==> src/rtl/ptra_pkg.sv <==
package ptra_pkg;

  // Default table depth
  localparam int unsigned PAGES_DEF = 4096;

  // Fixed field widths
  localparam int unsigned PAGE_W = 20;
  localparam int unsigned CNT_W  = 13;
  localparam int unsigned TYPE_W = 5;
  localparam int unsigned KIND_W = 3;
  localparam int unsigned CFG_IDX_W  = 2;
  localparam int unsigned CFG_DATA_W = 20;

  // Run counter is one bit wider than a count
  localparam int unsigned RUN_W = CNT_W + 1;

  // Reset values
  localparam logic [CNT_W-1:0]  TOTAL_RST = CNT_W'(4096);
  localparam logic [TYPE_W-1:0] FREE_RST  = TYPE_W'(2);
  localparam logic [CNT_W-1:0]  HINT_RST  = CNT_W'(4096);

  // Operation codes
  localparam logic [KIND_W-1:0] KIND_MARK    = 3'd0;
  localparam logic [KIND_W-1:0] KIND_ALLOC   = 3'd1;
  localparam logic [KIND_W-1:0] KIND_FIND    = 3'd2;
  localparam logic [KIND_W-1:0] KIND_BELOW   = 3'd3;
  localparam logic [KIND_W-1:0] KIND_CHECK   = 3'd4;
  localparam logic [KIND_W-1:0] KIND_REFRESH = 3'd5;

  // Register indexes
  localparam logic [CFG_IDX_W-1:0] REG_LOWEST = 2'd0;
  localparam logic [CFG_IDX_W-1:0] REG_TOTAL  = 2'd1;
  localparam logic [CFG_IDX_W-1:0] REG_FREE   = 2'd2;

  // Scan modes of the shared compare unit
  typedef enum logic [2:0] {
    SM_UP,
    SM_DOWN,
    SM_CHECK,
    SM_REFRESH,
    SM_COUNT
  } scan_mode_e;

  // Scan unit result
  typedef struct packed {
    logic             hit;
    logic [RUN_W-1:0] run_next;
  } scan_res_t;

endpackage

==> src/rtl/ptra_scan.sv <==
module ptra_scan (
  input  ptra_pkg::scan_mode_e            mode_i,
  input  logic [ptra_pkg::TYPE_W-1:0]     rdata_i,
  input  logic [ptra_pkg::TYPE_W-1:0]     free_code_i,
  input  logic [ptra_pkg::RUN_W-1:0]      run_i,
  input  logic [ptra_pkg::CNT_W-1:0]      need_i,
  output ptra_pkg::scan_res_t             res_o
);
  import ptra_pkg::*;

  logic             is_free;
  logic [RUN_W-1:0] run_inc;

  assign is_free = (rdata_i == free_code_i);
  assign run_inc = run_i + RUN_W'(1);

  // Per-entry compare and run tracking
  always_comb begin
    res_o.hit      = 1'b0;
    res_o.run_next = '0;
    unique case (mode_i) inside
      SM_UP, SM_DOWN: begin
        res_o.run_next = is_free ? run_inc : '0;
        res_o.hit      = is_free && (run_inc >= RUN_W'(need_i));
      end
      SM_CHECK: begin
        res_o.hit = !is_free;
      end
      SM_REFRESH: begin
        res_o.hit = is_free;
      end
      SM_COUNT: begin
        res_o.run_next = is_free ? run_inc : run_i;
      end
      default: begin
        res_o.hit = 1'b0;
      end
    endcase
  end

endmodule

==> config.mk <==
export PLATFORM = sky130hd
export DESIGN_NAME = ptra_scan
export DESIGN_NICKNAME = d
export VERILOG_FILES = /design/src/rtl/ptra_pkg.sv /design/src/rtl/ptra_scan.sv
export SDC_FILE = /design/constraint.sdc
export NUM_CORES = 1
export LEC_CHECK = 0
export BUFFER_PORTS_ARGS = -buffer_cell sky130_fd_sc_hd__buf_2
export CORE_AREA = 8 8 57 59
export DETAILED_ROUTE_END_ITERATION = 12
export DIE_AREA = 0 0 65 67
export GPL_ROUTABILITY_DRIVEN = 0
export GPL_TIMING_DRIVEN = 1
export PLACE_DENSITY = 0.77
export SYNTH_ARGS = -nofsm -noshare
export SYNTH_HDL_FRONTEND = slang
export SYNTH_SLANG_ARGS = --single-unit
==> constraint.sdc <==
create_clock -name vclk -period 2.1
set_input_delay 0.105 -clock vclk [all_inputs]
set_output_delay 0.105 -clock vclk [all_outputs]
set_load 0.005 [all_outputs]
# == Word level (Yosys, flattened, before mapping) ==
# Cells that the tools add are included.
# W data, S select, Z words.
# totals
elab_cells,15
reg_bits,0
out_inout_bits,15
# op_classes
addsub,1
n_reduce_logical,4
n_eq_ne,5
order_cmp,1
mux,4
# op_table
cell,n
$mux W14,2
$pmux W14 S2,1
$add A14 B1 Y14 const B,1
$ge A14 B13 Y1,1
$eq A3 B2 Y1 const B,2
$eq A5 B5 Y1,1
$eq A3 B1 Y1 const B,1
$eq A3 B3 Y1 const B,1
$logic_not A3 Y1,1
$pmux W1 S3,1
$reduce_or A2 Y1,1
$logic_and A1 B1 Y1,1
$logic_not A1 Y1,1

# == Logic depth before layout (Yosys ltp) ==
# depth
ltp_word,4
mapped_depth,11
ltp_nobuf,10

# == Least setup slack after synthesis ==
# No wires, ideal clock.
# synth_timing
kind,in2out
start,input port run_i[0] (netlist name)
end,output port res_o[14] (netlist name)
setup_slack_ns,0.042
path_stages,10
t_arrival_ns,1.953
required_time_ns,1.995
path_buffers,1
cell_sequence,ha_1 -> clkbuf_1 -> nand4_1 -> nor3_2 -> xor2_1 -> ha_1 -> and3_1 -> a221o_1 -> a211oi_1 -> o32ai_1
# synth_lines
item,line,rtl
start: declaration,ptra_scan.sv:5,"input logic [ptra_pkg::RUN_W-1:0] run_i,"
end: declaration,ptra_scan.sv:7,output ptra_pkg::scan_res_t res_o

==> impl_metrics.tcl <==
set metrics [dict create \
    period_minus_slack_ns 2.34 \
    cp-start-kind "input pin" \
    fp.dieW_um 65 \
    violations "negative setup slack" \
    top_layer_used "met4" \
    fin_crit_sh_pct 111 \
    num_rows 18 \
    path_delay_family "compound AO/OA/AOI/OAI gates" \
    place_inst 261 \
    ctsHoldBuffers 0 \
    endpoint_kind "primary output" \
    grt_max_degree 10 \
    dpl_worst_slack_ns -0.338 \
    antenna_found_initial 0 \
    wl_met2_um 1910 \
    final-max-slew-violation-count 0 \
    total_power_uw 297 \
    required_ns 2.00 \
    nClkBuffers 0 \
    max_stage_delay_ns 0.33 \
    slew_headroom_pct 76.4 \
    critPathMaxFanout 4 \
    tns_ns -0.240 \
    wl_met3_um 221 \
    setup_violations 1 \
    first_pass_iters 4 \
    ys.warnings.count 0 \
    dp_hpwl_um 2800 \
    dr.first_iter.drc_count 41 \
    grt_overflow_total 0 \
    crit_chain "buf_6 > nand4_1 > buf_4 > nor3_2 > nor2_1 > or2_4 > ha_4 > a21o_1 > a221o_1 > a211oi_2 > o32ai_1 > buf_2" \
    drt-total-wl_um 3830 \
    final_nets 292 \
    syn_inst 152 \
    via_count 1432 \
    grtUsageTotal_pct 17.4 \
    worst_slew_pin_slew_ns 0.352 \
    syn_area_um2 990 \
    port_buffers 55 \
    worst_path_max_delay_cell "a221o_1" \
    critical_path_class "in -> out" \
    wl_met1_um 1680 \
    design.seq.count 0 \
    cellPowerDensity_nw_per_um2 178 \
    min_path_type "in -> out" \
    max_clock_freq_mhz 427 \
    yosysSeqAreaShare_pct 0 \
    viasPerCell 5.40 \
    ff_latch_area_um2 0 \
    die_h_um 67 \
    grt_pass1_wl_um 6420 \
    drtAntennaViolNets 0 \
    status "finished with violations" \
    route.detailed.drc 0 \
    area_delta_synth_final_pct 68.9 \
    wl_per_cell_um 14.5 \
    hold_viol 0 \
    p_leak_uw 0.000851 \
    arrival_ns 2.24 \
    start_util_pct 41.9 \
    core_area_um2 2360 \
    grt_setup_unrepaired "yes" \
    antennaDiodeCount 0 \
    syn_area_per_cell_um2 6.51 \
    fin_ws_ns -0.240 \
    syn_nets 207 \
    grt_pass1_vias 1476 \
    die_area_um2 4360 \
    vdd_drop_max_uv 117 \
    drv_cap 0 \
    cp_num_buf_inv 3 \
    finalNonFillerCells 265 \
    synthDistinctLibCells 39 \
    io_pins 55 \
    drive_above_1_share_pct 46.8 \
]
-- cell families (layout without fill, tap and decap cells) --
kind of cell / after synthesis / after routing / synth area share (%)
XOR/XNOR: 15 / 15 / 13.3
adder cells (fa/ha/maj): 15 / 15 / 19.0
AND/OR/NAND/NOR: 67 / 67 / 37.2
buffers and inverters: 21 / 104 / 9.48
AO/OA/AOI/OAI: 34 / 34 / 21.1
-- where the power goes --
part / internal, uW / leakage [uW] / total (uW) / switching (uW)
combinational: 153 / 0.000851 / 297 / 144
sequential: 0 / 0 / 0 / 0
clock: 0 / 0 / 0 / 0
total: 153 / 0.000851 / 297 / 144
-- final cells by class --
class,count,area (um^2)
inverters,18,67.6
well taps,30,37.5
multi-input cells,131,1010
fillers,203,693
repair buffers,86,559
-- stage by stage --
stage / utilization (%) / hold WS (ns) / instance area, um^2
detailed placement: 62.5 / 0.514 / 1480
CTS: 69.7 / 0.517 / 1650
global route: 70.7 / 0.531 / 1670
finish: 70.7 / 0.510 / 1670
floorplan: - / 0.238 / 990
global placement: 62.5 / 0.506 / 1480
-- layer usage --
metal  vias up  global-route usage (%)
li1        708                       -
met1       658                    21.0
met2        64                    32.8
met3         2                    2.68
met4         0                    1.36
met5         -                       0
-- repair_timing --
item,CTS,global route
setup buffers,3,1
endpoints found under the setup margin,1,1
pin swaps,18,1
gates resized for setup,32,3
hold endpoints to repair,0,0
-- worst paths after layout --
check	from	endpoint	depth (start not counted)
worst max-delay path	run_i[1]	res_o[14]	12
worst min-delay path	mode_i[1]	res_o[4]	3
-- cells in the mapped netlist, types with 2 or more instances --
cell type / number / area share (%)
nand3_1: 14 / 7.1
and3_1: 3 / 1.9
nand2_1: 14 / 5.3
o21a_1: 2 / 1.5
o21ai_0: 7 / 3.5
nor2_1: 7 / 2.7
nor2b_1: 2 / 1.3
nand4_1: 3 / 1.9
ha_1: 15 / 19
nand3_2: 2 / 2.0
or2_2: 3 / 1.9
xnor2_1: 8 / 7.1
xor2_1: 7 / 6.2
a211oi_1: 2 / 1.5
nand3b_1: 2 / 1.5
inv_1: 17 / 6.4
buf_6: 2 / 2.3
nor3_1: 7 / 3.5
a21oi_1: 15 / 7.6
-- layout by cell type, fill, tap and decap left out, drive strengths merged, types with 2 or more instances in the layout --
| cell | Yosys | layout |
|---|---|---|
| ha | 15 | 15 |
| nor2 | 7 | 7 |
| xor2 | 7 | 7 |
| nor2b | 2 | 2 |
| or2 | 4 | 4 |
| and3 | 3 | 3 |
| nand3 | 16 | 16 |
| buf | 2 | 86 |
| nand2 | 14 | 14 |
| nor3 | 8 | 8 |
| o21ai | 7 | 7 |
| nor4 | 2 | 2 |
| a21oi | 15 | 15 |
| xnor2 | 8 | 8 |
| nand3b | 2 | 2 |
| nand4 | 3 | 3 |
| a211oi | 2 | 2 |
| inv | 18 | 18 |
| o21a | 2 | 2 |
(Power assumes the default switching activity.)
