<file path="config.mk">
export PLATFORM = sky130hd
export DESIGN_NAME = ptra_ram
export DESIGN_NICKNAME = d
export VERILOG_FILES = /design/src/rtl/ptra_ram.sv
export SDC_FILE = /design/constraint.sdc
export NUM_CORES = 1
export LEC_CHECK = 0
export CAP_MARGIN = 0
export CORE_MARGIN = 2
export CORE_UTILIZATION = 62
export CTS_BUF_LIST = sky130_fd_sc_hd__clkbuf_16
export CTS_CLUSTER_SIZE = 24
export DETAILED_ROUTE_END_ITERATION = 10
export DONT_BUFFER_PORTS = 1
export HOLD_SLACK_MARGIN = 0.06
export PLACE_DENSITY = 0.78
export SETUP_SLACK_MARGIN = 0.02
export SLEW_MARGIN = 10
export SYNTH_ARGS = -nofsm -noshare
export SYNTH_HDL_FRONTEND = slang
export SYNTH_SLANG_ARGS = --single-unit
</file>
<file path="constraint.sdc">
create_clock -name clk_i -period 3.1 [get_ports clk_i]
set_input_delay 0.465 -clock clk_i [delete_from_list [all_inputs] [get_ports clk_i]]
set_output_delay 0.465 -clock clk_i [all_outputs]
set_load 0.005 [all_outputs]
</file>
<file path="src/rtl/ptra_ram.sv">
module ptra_ram #(
  parameter int unsigned WIDTH = 8,
  parameter int unsigned DEPTH = 16
) (
  input  logic                     clk_i,
  input  logic                     we_i,
  input  logic [$clog2(DEPTH)-1:0] waddr_i,
  input  logic [WIDTH-1:0]         wdata_i,
  input  logic [$clog2(DEPTH)-1:0] raddr_i,
  output logic [WIDTH-1:0]         rdata_o
);

  logic [WIDTH-1:0] mem [DEPTH];

  // One write port, one registered read port
  always_ff @(posedge clk_i) begin
    if (we_i) begin
      mem[waddr_i] <= wdata_i;
    end
    rdata_o <= mem[raddr_i];
  end

endmodule

</file>
======== Word level (Yosys, flattened, before mapping) ========
Memories as Yosys holds them, arrays and structs flattened. A register that Yosys moved wholly into a read port is not among the register bits.
Index checks and enable logic that the tools add are counted.
storage, ports and cells
  flip-flop bits (word level) ............. 0
  bits of input ports ..................... 18
  RAM bits ................................ 128
  logic and storage cells ................. 3
  memories ................................ 1
  output and inout bits ................... 8
cells by class
  muxes and demuxes ....................... 2
memory list
  name  depth  width  rd ports  clocked after Yosys merged registers in  write ports  RTL line  source
  mem   16     8      1         1                                        1            13        logic [WIDTH-1:0] mem [DEPTH];
operators by type and width
  operator          count
  1-bit 2-to-1 mux  2

======== Logic depth before layout (Yosys ltp) ========
Gate-level depths: netlist of the first run.
  depth in word-level cells ............... 2
  mapped depth ............................ 5
  mapped depth without buffers ............ 3

======== Worst setup path before layout of the first run ========
Ideal clock, no wire load.
  path type ............................... input -> register
  from .................................... input port waddr_i[2]
  to ...................................... memory mem[0][0] (enable)
  arrival time ............................ 1.575 ns
  buffers on the path ..................... 0
  data required time ...................... 2.717 ns
  slack ................................... 1.142 ns
  setup time .............................. 0.383 ns
  cell stages on the path ................. 2
  cells stage by stage .................... or3b_2 nor3_1
RTL lines
  what             RTL line  source
  start, declared  7         input logic [$clog2(DEPTH)-1:0] waddr_i,
  end, declared    13
No word-level cell before the write port.

======== Final worst setup path of the first run ========
  from .................................... input port waddr_i[2]
  to ...................................... memory mem[2][1] (enable)
No word-level cell before the write port.

==> run_results.csv, run 1 <==
group,metric,value,unit
floorplanning,dieArea,0.00905,sq mm
logic_synthesis,yosys.area_share.simple,0.0318,
critical_path,worstPathArrival,1.56,ns
cts,cts_htree_levels,4,
logic_synthesis,synth-seq-area-share,0.778,
routing,vias_per_cell,6.34,
timing,slew_headroom,0.467,
worst_hold_path,holdPathEnd,"mem[3][4]$_DFFE_PP_",
pwr,p_switching,0.765,mW
critical_path,critPathTopFamily,"simple AND/OR/NAND/NOR gates",
outcome,status,"finished, final reports clean",
placement,dp_cells,328,
logic_synthesis,ys_ff_latch,136,
timing,worst_pin_slew,0.796,ns
layout,synthToLayoutAreaGrowth,12.9,%
logic_synthesis,netlist_area,0.00515,sq mm
pwr,vdd.ir_drop.worst,0.421,mV
layout,layout-drive-gt1-share,0.200,
grt,grt_pass1_vias,2330,
grt,antenna_found_initial,0,
floorplanning,die_x,95.1,microns
logic_synthesis,synth-xor-area-share,0,
cts,clock-sinks,136,
cts,numCtsBuffers,17,
cts,max-clock-path-buffers,2,
critical_path,cp_num_buf_inv,0,
critical_path,worstPathRequired,3.14,ns
timing,setup_ws,1.57,ns
pwr,clkPwrFrac,0.472,
routing,drt_iter0_markers,267,
logic_synthesis,synth_mux_area_frac,0.150,
floorplanning,ioPinCount,26,
placement,gp_congestion,0.713,
placement,postPlaceCellArea,0.00522,sq mm
timing,rsz0062_at_grt,"false",
cts,path_clk_slew,0.06,ns
critical_path,r2r_cells,3,
layout,final_cell_area,0.00581,sq mm
pwr,p_leak,1.90,nW
critical_path,cp_max_fo,8,
grt,track_usage,0.225,
grt,grt_pass1_wl,13400,microns
placement,portBuffers,0,
cts,cts_root_buffer,"clkbuf_16",
critical_path,cp_slowest_cell,"nor2_1",
floorplanning,initial_utilization,0.633,
layout,n_antenna_cell,0,
routing,drtPass1Iterations,4,
grt,grt_max_degree,33,
pwr,seq_power_share,0.501,
timing,period_share,0.492,
logic_synthesis,ys_top_cells_by_area,"edfxtp_1 (75%), mux4_2 (7.9%), mux4_1 (7.1%), dfxtp_1 (3.1%), a22oi_1 (2.3%)",
critical_path,critical_path.max_stage_delay,0.59,ns
critical_path,worstReg2RegEnd,"rdata_o[1]$_DFF_P_",
logic_synthesis,yosysTopAreaCell,"edfxtp_1",
timing,fmax,656,MHz
floorplanning,placeableCoreArea,0.00813,sq mm
routing,vias,2284,
cts,ctsResizeCount,0,
logic_synthesis,synth_top_family_by_area,"multiplexers",
grt,grt_overflow,0,
critical_path,worstSetupStartpointType,"input port",
cts,cts_tree,"yes",
placement,dpl_worst_slack,1.18,ns
layout,fin_nets,260,
timing,setup-violations-final,0,
floorplanning,die_y,95.1,microns
pwr,p_int,3.37,mW
timing,drv_slew,0,
cts,post_cts_buffers,0,
routing,drc,0,
cts,holdBufCountCts,0,
layout,seq_area,0.00400,sq mm
timing,period_needed,1.53,ns
critical_path,r2r_slack,1.65,ns
cts,insertion_delay,0.41,ns
placement,hpwl,5420,microns
pwr,power_density,711,mW/mm^2
logic_synthesis,syn_avg_cell_area,22.5,sq um
logic_synthesis,netlist_instances,229,
routing,avgRoutedWirePerCell,25.6,microns
logic_synthesis,synth_top_area_share,0.747,
routing,final_antenna_net_count,0,
logic_synthesis,synthesis.nets,247,
floorplanning,num_rows,33,
layout,multi_input_area,0.00106,sq mm
pwr,swShare,0.185,
pwr,combPwrFrac,0.026,
timing,fin_skew,0.0129,ns
routing,finalWirelength,9220,microns
logic_synthesis,synth_compound_area_frac,0.0233,
critical_path,endpoint_kind,"flip-flop",
timing,timing.setup.tns,0,ns
layout,fillers,455,
worst_hold_path,hold_depth,0,
critical_path,crit_type,"in2reg",
critical_path,reg2reg_from,"mem[1][1]$_DFFE_PP_",
logic_synthesis,synth_fa_ha_area_frac,0,
critical_path,critical_path.cell_chain,"or3b_2 > nor2_1",
timing,hold_viol_final,0,
worst_hold_path,worstHoldStart,"wdata_i[4]",
layout,layout.cells.non_filler,360,
logic_synthesis,synth_warnings,0,
logic_synthesis,synthDistinctLibCells,19,
job,drv_cap,0,
worst_hold_path,min_path_type,"in2reg",
-- per-stage QoR --
step,hold WS [ns],power (mW),utilization
global route,0.134,4.25,0.714
detailed placement,0.564,2.22,0.642
global placement,0.565,2.21,0.642
floorplan,0.564,2.21,-
CTS,0.142,4.15,0.714
finish,0.148,4.13,0.714
-- sequential cells by signal, summed over array words and instances, names as in the netlist --
name	cells
mem	128
rdata_o	8
-- Yosys cell counts --
library cell / instances
edfxtp_1: 128
mux4_2: 18
and2b_1: 1
and2_1: 1
buf_6: 3
buf_4: 1
mux4_1: 14
buf_2: 3
clkdlybuf4s25_2: 3
nor2b_1: 1
nor2_1: 13
nand2_1: 9
or3b_2: 1
nand2b_1: 2
dfxtp_1: 8
a22oi_1: 16
nand3b_1: 2
nand3_1: 1
nor3_1: 4
-- how the worst max path moves through the flow --
stage | slack (ns) | cells after the start | from | endpoint
floorplan | 1.14 | 2 | waddr_i[2] | mem[0][0]$_DFFE_PP_
global placement | 1.22 | 2 | waddr_i[2] | mem[2][3]$_DFFE_PP_
detailed placement | 1.18 | 2 | waddr_i[2] | mem[2][4]$_DFFE_PP_
CTS | 1.58 | 2 | waddr_i[2] | mem[2][1]$_DFFE_PP_
global route | 1.54 | 2 | waddr_i[2] | mem[2][1]$_DFFE_PP_
finish | 1.57 | 2 | waddr_i[2] | mem[2][1]$_DFFE_PP_
-- power groups by stage --
| stage | clock (mW) | combinational, mW | sequential [mW] |
|---|---|---|---|
| floorplan | 0 | 0.104 | 2.10 |
| global placement | 0 | 0.107 | 2.11 |
| detailed placement | 0 | 0.109 | 2.11 |
| CTS | 1.97 | 0.110 | 2.07 |
| global route | 2.06 | 0.116 | 2.07 |
| finish | 1.95 | 0.109 | 2.07 |
-- cells in the final DEF (no fill, tap or decap), drive strengths merged, types with 2 or more instances in the layout --
| cell | instances |
|---|---|
| a22oi | 16 |
| buf | 4 |
| bufinv | 3 |
| clkbuf | 17 |
| clkinv | 9 |
| clkinvlp | 2 |
| dfxtp | 8 |
| edfxtp | 128 |
| mux4 | 32 |
| nand2 | 9 |
| nand2b | 2 |
| nand3b | 2 |
| nor2 | 13 |
| nor3 | 4 |
-- logic make-up after synthesis --
kind of cell,Yosys count
flip-flops,136
AND/OR/NAND/NOR,35
multiplexers,32
AO/OA/AOI/OAI,16
buffers and inverters,10
-- area by class of cell --
cell class,instances,share of cell area
flip-flops and latches,136,0.689
clock inverters,15,0.0278
clock buffers,17,0.0732
multi-input cells,83,0.182
repair buffers,4,0.00517
well taps,105,0.0226
-- routing by layer --
layer / GRT usage / vias to the layer above / routed length [microns]
met5: 0 / - / 0
met4: 0.0906 / 0 / 186
met3: 0.0656 / 15 / 768
met2: 0.329 / 94 / 4490
met1: 0.327 / 1177 / 3780
li1: - / 998 / -
No activity file was read; power rests on OpenSTA's default activity.
==> run 2, diff against run 1 <==
--- a/config.mk
+++ b/config.mk
@@ -5,15 +5,16 @@
 export SDC_FILE = /design/constraint.sdc
 export NUM_CORES = 1
 export LEC_CHECK = 0
+export ABC_AREA = 1
 export CAP_MARGIN = 0
 export CORE_MARGIN = 2
-export CORE_UTILIZATION = 62
+export CORE_UTILIZATION = 57
 export CTS_BUF_LIST = sky130_fd_sc_hd__clkbuf_16
 export CTS_CLUSTER_SIZE = 24
 export DETAILED_ROUTE_END_ITERATION = 10
 export DONT_BUFFER_PORTS = 1
 export HOLD_SLACK_MARGIN = 0.06
-export PLACE_DENSITY = 0.78
+export PLACE_DENSITY = 0.75
 export SETUP_SLACK_MARGIN = 0.02
 export SLEW_MARGIN = 10
 export SYNTH_ARGS = -nofsm -noshare
==> constraint.sdc (replaced) <==
create_clock -name clk_i -period 1.27 [get_ports clk_i]
set_input_delay 0.1905 -clock clk_i [delete_from_list [all_inputs] [get_ports clk_i]]
set_output_delay 0.1905 -clock clk_i [all_outputs]
set_load 0.005 [all_outputs]
==> run 2 against run 1 <==
Against the previous run: clock skew fell by 0.0064 ns; die area rose by 21%; critical path depth fell by 1; clock power rose to 2.6 times the previous value; clock-buffer cell count did not move; power rose to 2.6 times the previous value.
==> run_results.csv, run 2 <==
group,metric,value,unit
pwr,p_switching,2.24,mW
logic_synthesis,async_flop_share,0,
timing,period_share,0.920,
critical_path,crit_path_end,"mem[15][3]$_DFFE_PP_",
layout,largest_register,"mem",
timing,period_needed,1.17,ns
critical_path,cp_num_buf_inv,1,
routing,final_antenna_net_count,0,
cts,insertion_delay,0.41,ns
critical_path,cp_slowest_cell,"dlygate4sd3_1",
critical_path,worstReg2RegEnd,"rdata_o[3]$_DFF_P_",
worst_hold_path,min_path_type,"in2reg",
layout,largestRegisters,"mem x128, rdata_o x8",
routing,vias_per_cell,5.28,
worst_hold_path,worstHoldStart,"raddr_i[2]",
pwr,vdd.ir_drop.worst,1.23,mV
timing,fmax,856,MHz
critical_path,worstPathRequired,1.37,ns
placement,dpl_worst_slack,0.156,ns
logic_synthesis,synthDistinctLibCells,12,
grt,antenna_found_initial,0,
logic_synthesis,ys_ff_latch,136,
timing,drv_slew,0,
floorplanning,initial_utilization,0.587,
layout,largest_reg_flops,128,
pwr,swShare,0.209,
layout,layout.cells.non_filler,725,
timing,timing.setup.tns,0,ns
timing,hold_viol_final,0,
cts,post_cts_buffers,0,
cts,path_clk_slew,0.06,ns
logic_synthesis,synth_most_common_cell,"nand2_1",
critical_path,cp_num_cells,1,
placement,hpwl,7660,microns
timing,fin_skew,0.00645,ns
logic_synthesis,netlist_instances,551,
cts,cts_htree_levels,4,
layout,synthToLayoutAreaGrowth,16.1,%
logic_synthesis,synth_top_cells_by_count,"nand2_1 (173), edfxtp_1 (128), inv_1 (100), nand3_1 (97), nor2_1 (17)",
logic_synthesis,syn_avg_cell_area,10.5,sq um
grt,grt_pass1_wl,20200,microns
pwr,clkPwrFrac,0.478,
placement,dp_cells,681,
logic_synthesis,synth_flop_cell,"edfxtp_1",
timing,worst_pin_slew,0.820,ns
cts,cts_root_buffer,"clkbuf_16",
floorplanning,placeableCoreArea,0.00982,sq mm
routing,drc,0,
critical_path,critical_path.max_stage_delay,1.07,ns
logic_synthesis,synth_warnings,0,
critical_path,reg2reg_from,"mem[3][3]$_DFFE_PP_",
cts,ctsResizeCount,0,
routing,drt_iter0_markers,377,
critical_path,critical_path.cell_chain,"dlygate4sd3_1",
cts,numCtsBuffers,17,
critical_path,critPathLaunch,"wdata_i[3]",
cts,max-clock-path-buffers,2,
layout,fin_nets,597,
floorplanning,ioPinCount,26,
pwr,p_int,8.48,mW
timing,setup_ws,0.102,ns
routing,finalWirelength,13000,microns
critical_path,critPathTopFamily,"buffers and inverters",
outcome,status,"finished, final reports clean",
critical_path,crit_type,"in2reg",
pwr,p_leak,2.89,nW
floorplanning,die_x,105,microns
cts,clock-sinks,136,
layout,layout-drive-gt1-share,0.0912,
critical_path,r2r_cells,6,
critical_path,r2r_slack,0.23,ns
logic_synthesis,netlist_area,0.00577,sq mm
critical_path,worstPathArrival,1.27,ns
floorplanning,dieArea,0.0109,sq mm
logic_synthesis,synth-seq-area-share,0.694,
timing,slew_headroom,0.452,
grt,grt_overflow,0,
placement,gp_congestion,0.844,
layout,layout_common_cells,"nand2_1 (173), edfxtp_1 (128), inv_1 (101), nand3_1 (97), buf_4 (19)",
timing,rsz0062_at_grt,"false",
layout,n_antenna_cell,0,
logic_synthesis,yosysTopAreaCell,"edfxtp_1",
cts,cts_tree,"yes",
pwr,combPwrFrac,0.050,
logic_synthesis,ys_top_cells_by_area,"edfxtp_1 (67%), nand2_1 (11%), nand3_1 (8.4%), inv_1 (6.5%), dfxtp_1 (2.8%)",
timing,setup-violations-final,0,
critical_path,endpoint_kind,"flip-flop",
logic_synthesis,synth_top_area_share,0.667,
routing,vias,3831,
grt,grt_pass1_vias,3739,
grt,track_usage,0.251,
placement,portBuffers,0,
logic_synthesis,synth_edf_count,128,
critical_path,worstSetupStartpointType,"input port",
pwr,power_density,1600,mW/mm^2
grt,grt_max_degree,66,
layout,final_common_cell,"nand2_1",
routing,drtPass1Iterations,5,
pwr,power,10.7,mW
floorplanning,num_rows,36,
pwr,seq_power_share,0.472,
floorplanning,die_y,105,microns
critical_path,cp_max_fo,16,
routing,avgRoutedWirePerCell,17.9,microns
logic_synthesis,synthesis.nets,569,
job,drv_cap,0,
==> run 2: changes by cell type after synthesis, sizes merged, moves of 4 or more <==
cell,before,now
nand2,9,173
inv,0,102
nand3,1,97
mux4,32,0
buf,7,24
a22oi,16,0
nor2,13,17
nor3,4,0
==> run 2: worst min-delay path by stage <==
stage	cells past startpoint	to
2_1_floorplan	0	mem[0][0]$_DFFE_PP_
3_3_place_gp	0	mem[7][1]$_DFFE_PP_
3_5_place_dp	0	mem[7][1]$_DFFE_PP_
4_1_cts	4	rdata_o[6]$_DFF_P_
5_1_grt	3	rdata_o[0]$_DFF_P_
6_report	3	rdata_o[0]$_DFF_P_
==> run 2: power by group through the flow <==
stage	combinational, mW	sequential [mW]	clock (mW)
floorplan	0.354	5.14	0
global placement	0.398	5.15	0
detailed placement	0.408	5.15	0
CTS	0.535	5.06	5.17
global route	0.592	5.07	5.34
finish	0.537	5.06	5.13
==> run 2: through the flow <==
stage,hold slack [ns],utilization,cell area [sq um]
2_1_floorplan,0.289,-,5770
3_3_place_gp,0.290,0.606,5950
3_5_place_dp,0.290,0.606,5950
4_1_cts,0.0603,0.682,6700
5_1_grt,0.0657,0.682,6700
6_report,0.0715,0.682,6700
==> run 2: kinds of logic after synthesis <==
logic type | Yosys count | synth area share
flip-flops | 136 | 0.694
AND/OR/NAND/NOR | 289 | 0.210
buffers and inverters | 126 | 0.0952
==> run 2: timing repair <==
action                     in CTS  in global routing
setup endpoints to repair       0                  0
hold endpoints to repair      136                  0
hold buffers                   12                  0
==> run 2: final cells by class <==
class / count / area (sq um)
multi-input cells: 289 / 1210
clock inverters: 15 / 201
repair buffers: 33 / 303
well taps: 133 / 166
fillers: 746 / 3120
inverters: 102 / 383
flip-flops and latches: 136 / 4000
clock buffers: 17 / 425
==> run 2: routing by layer <==
layer | wire [microns] | share of wire | track usage
met5 | 0 | 0 | 0
met1 | 5150 | 0.40 | 0.328
met2 | 6600 | 0.51 | 0.421
met4 | 178 | 0.014 | 0.0790
met3 | 1030 | 0.080 | 0.0586
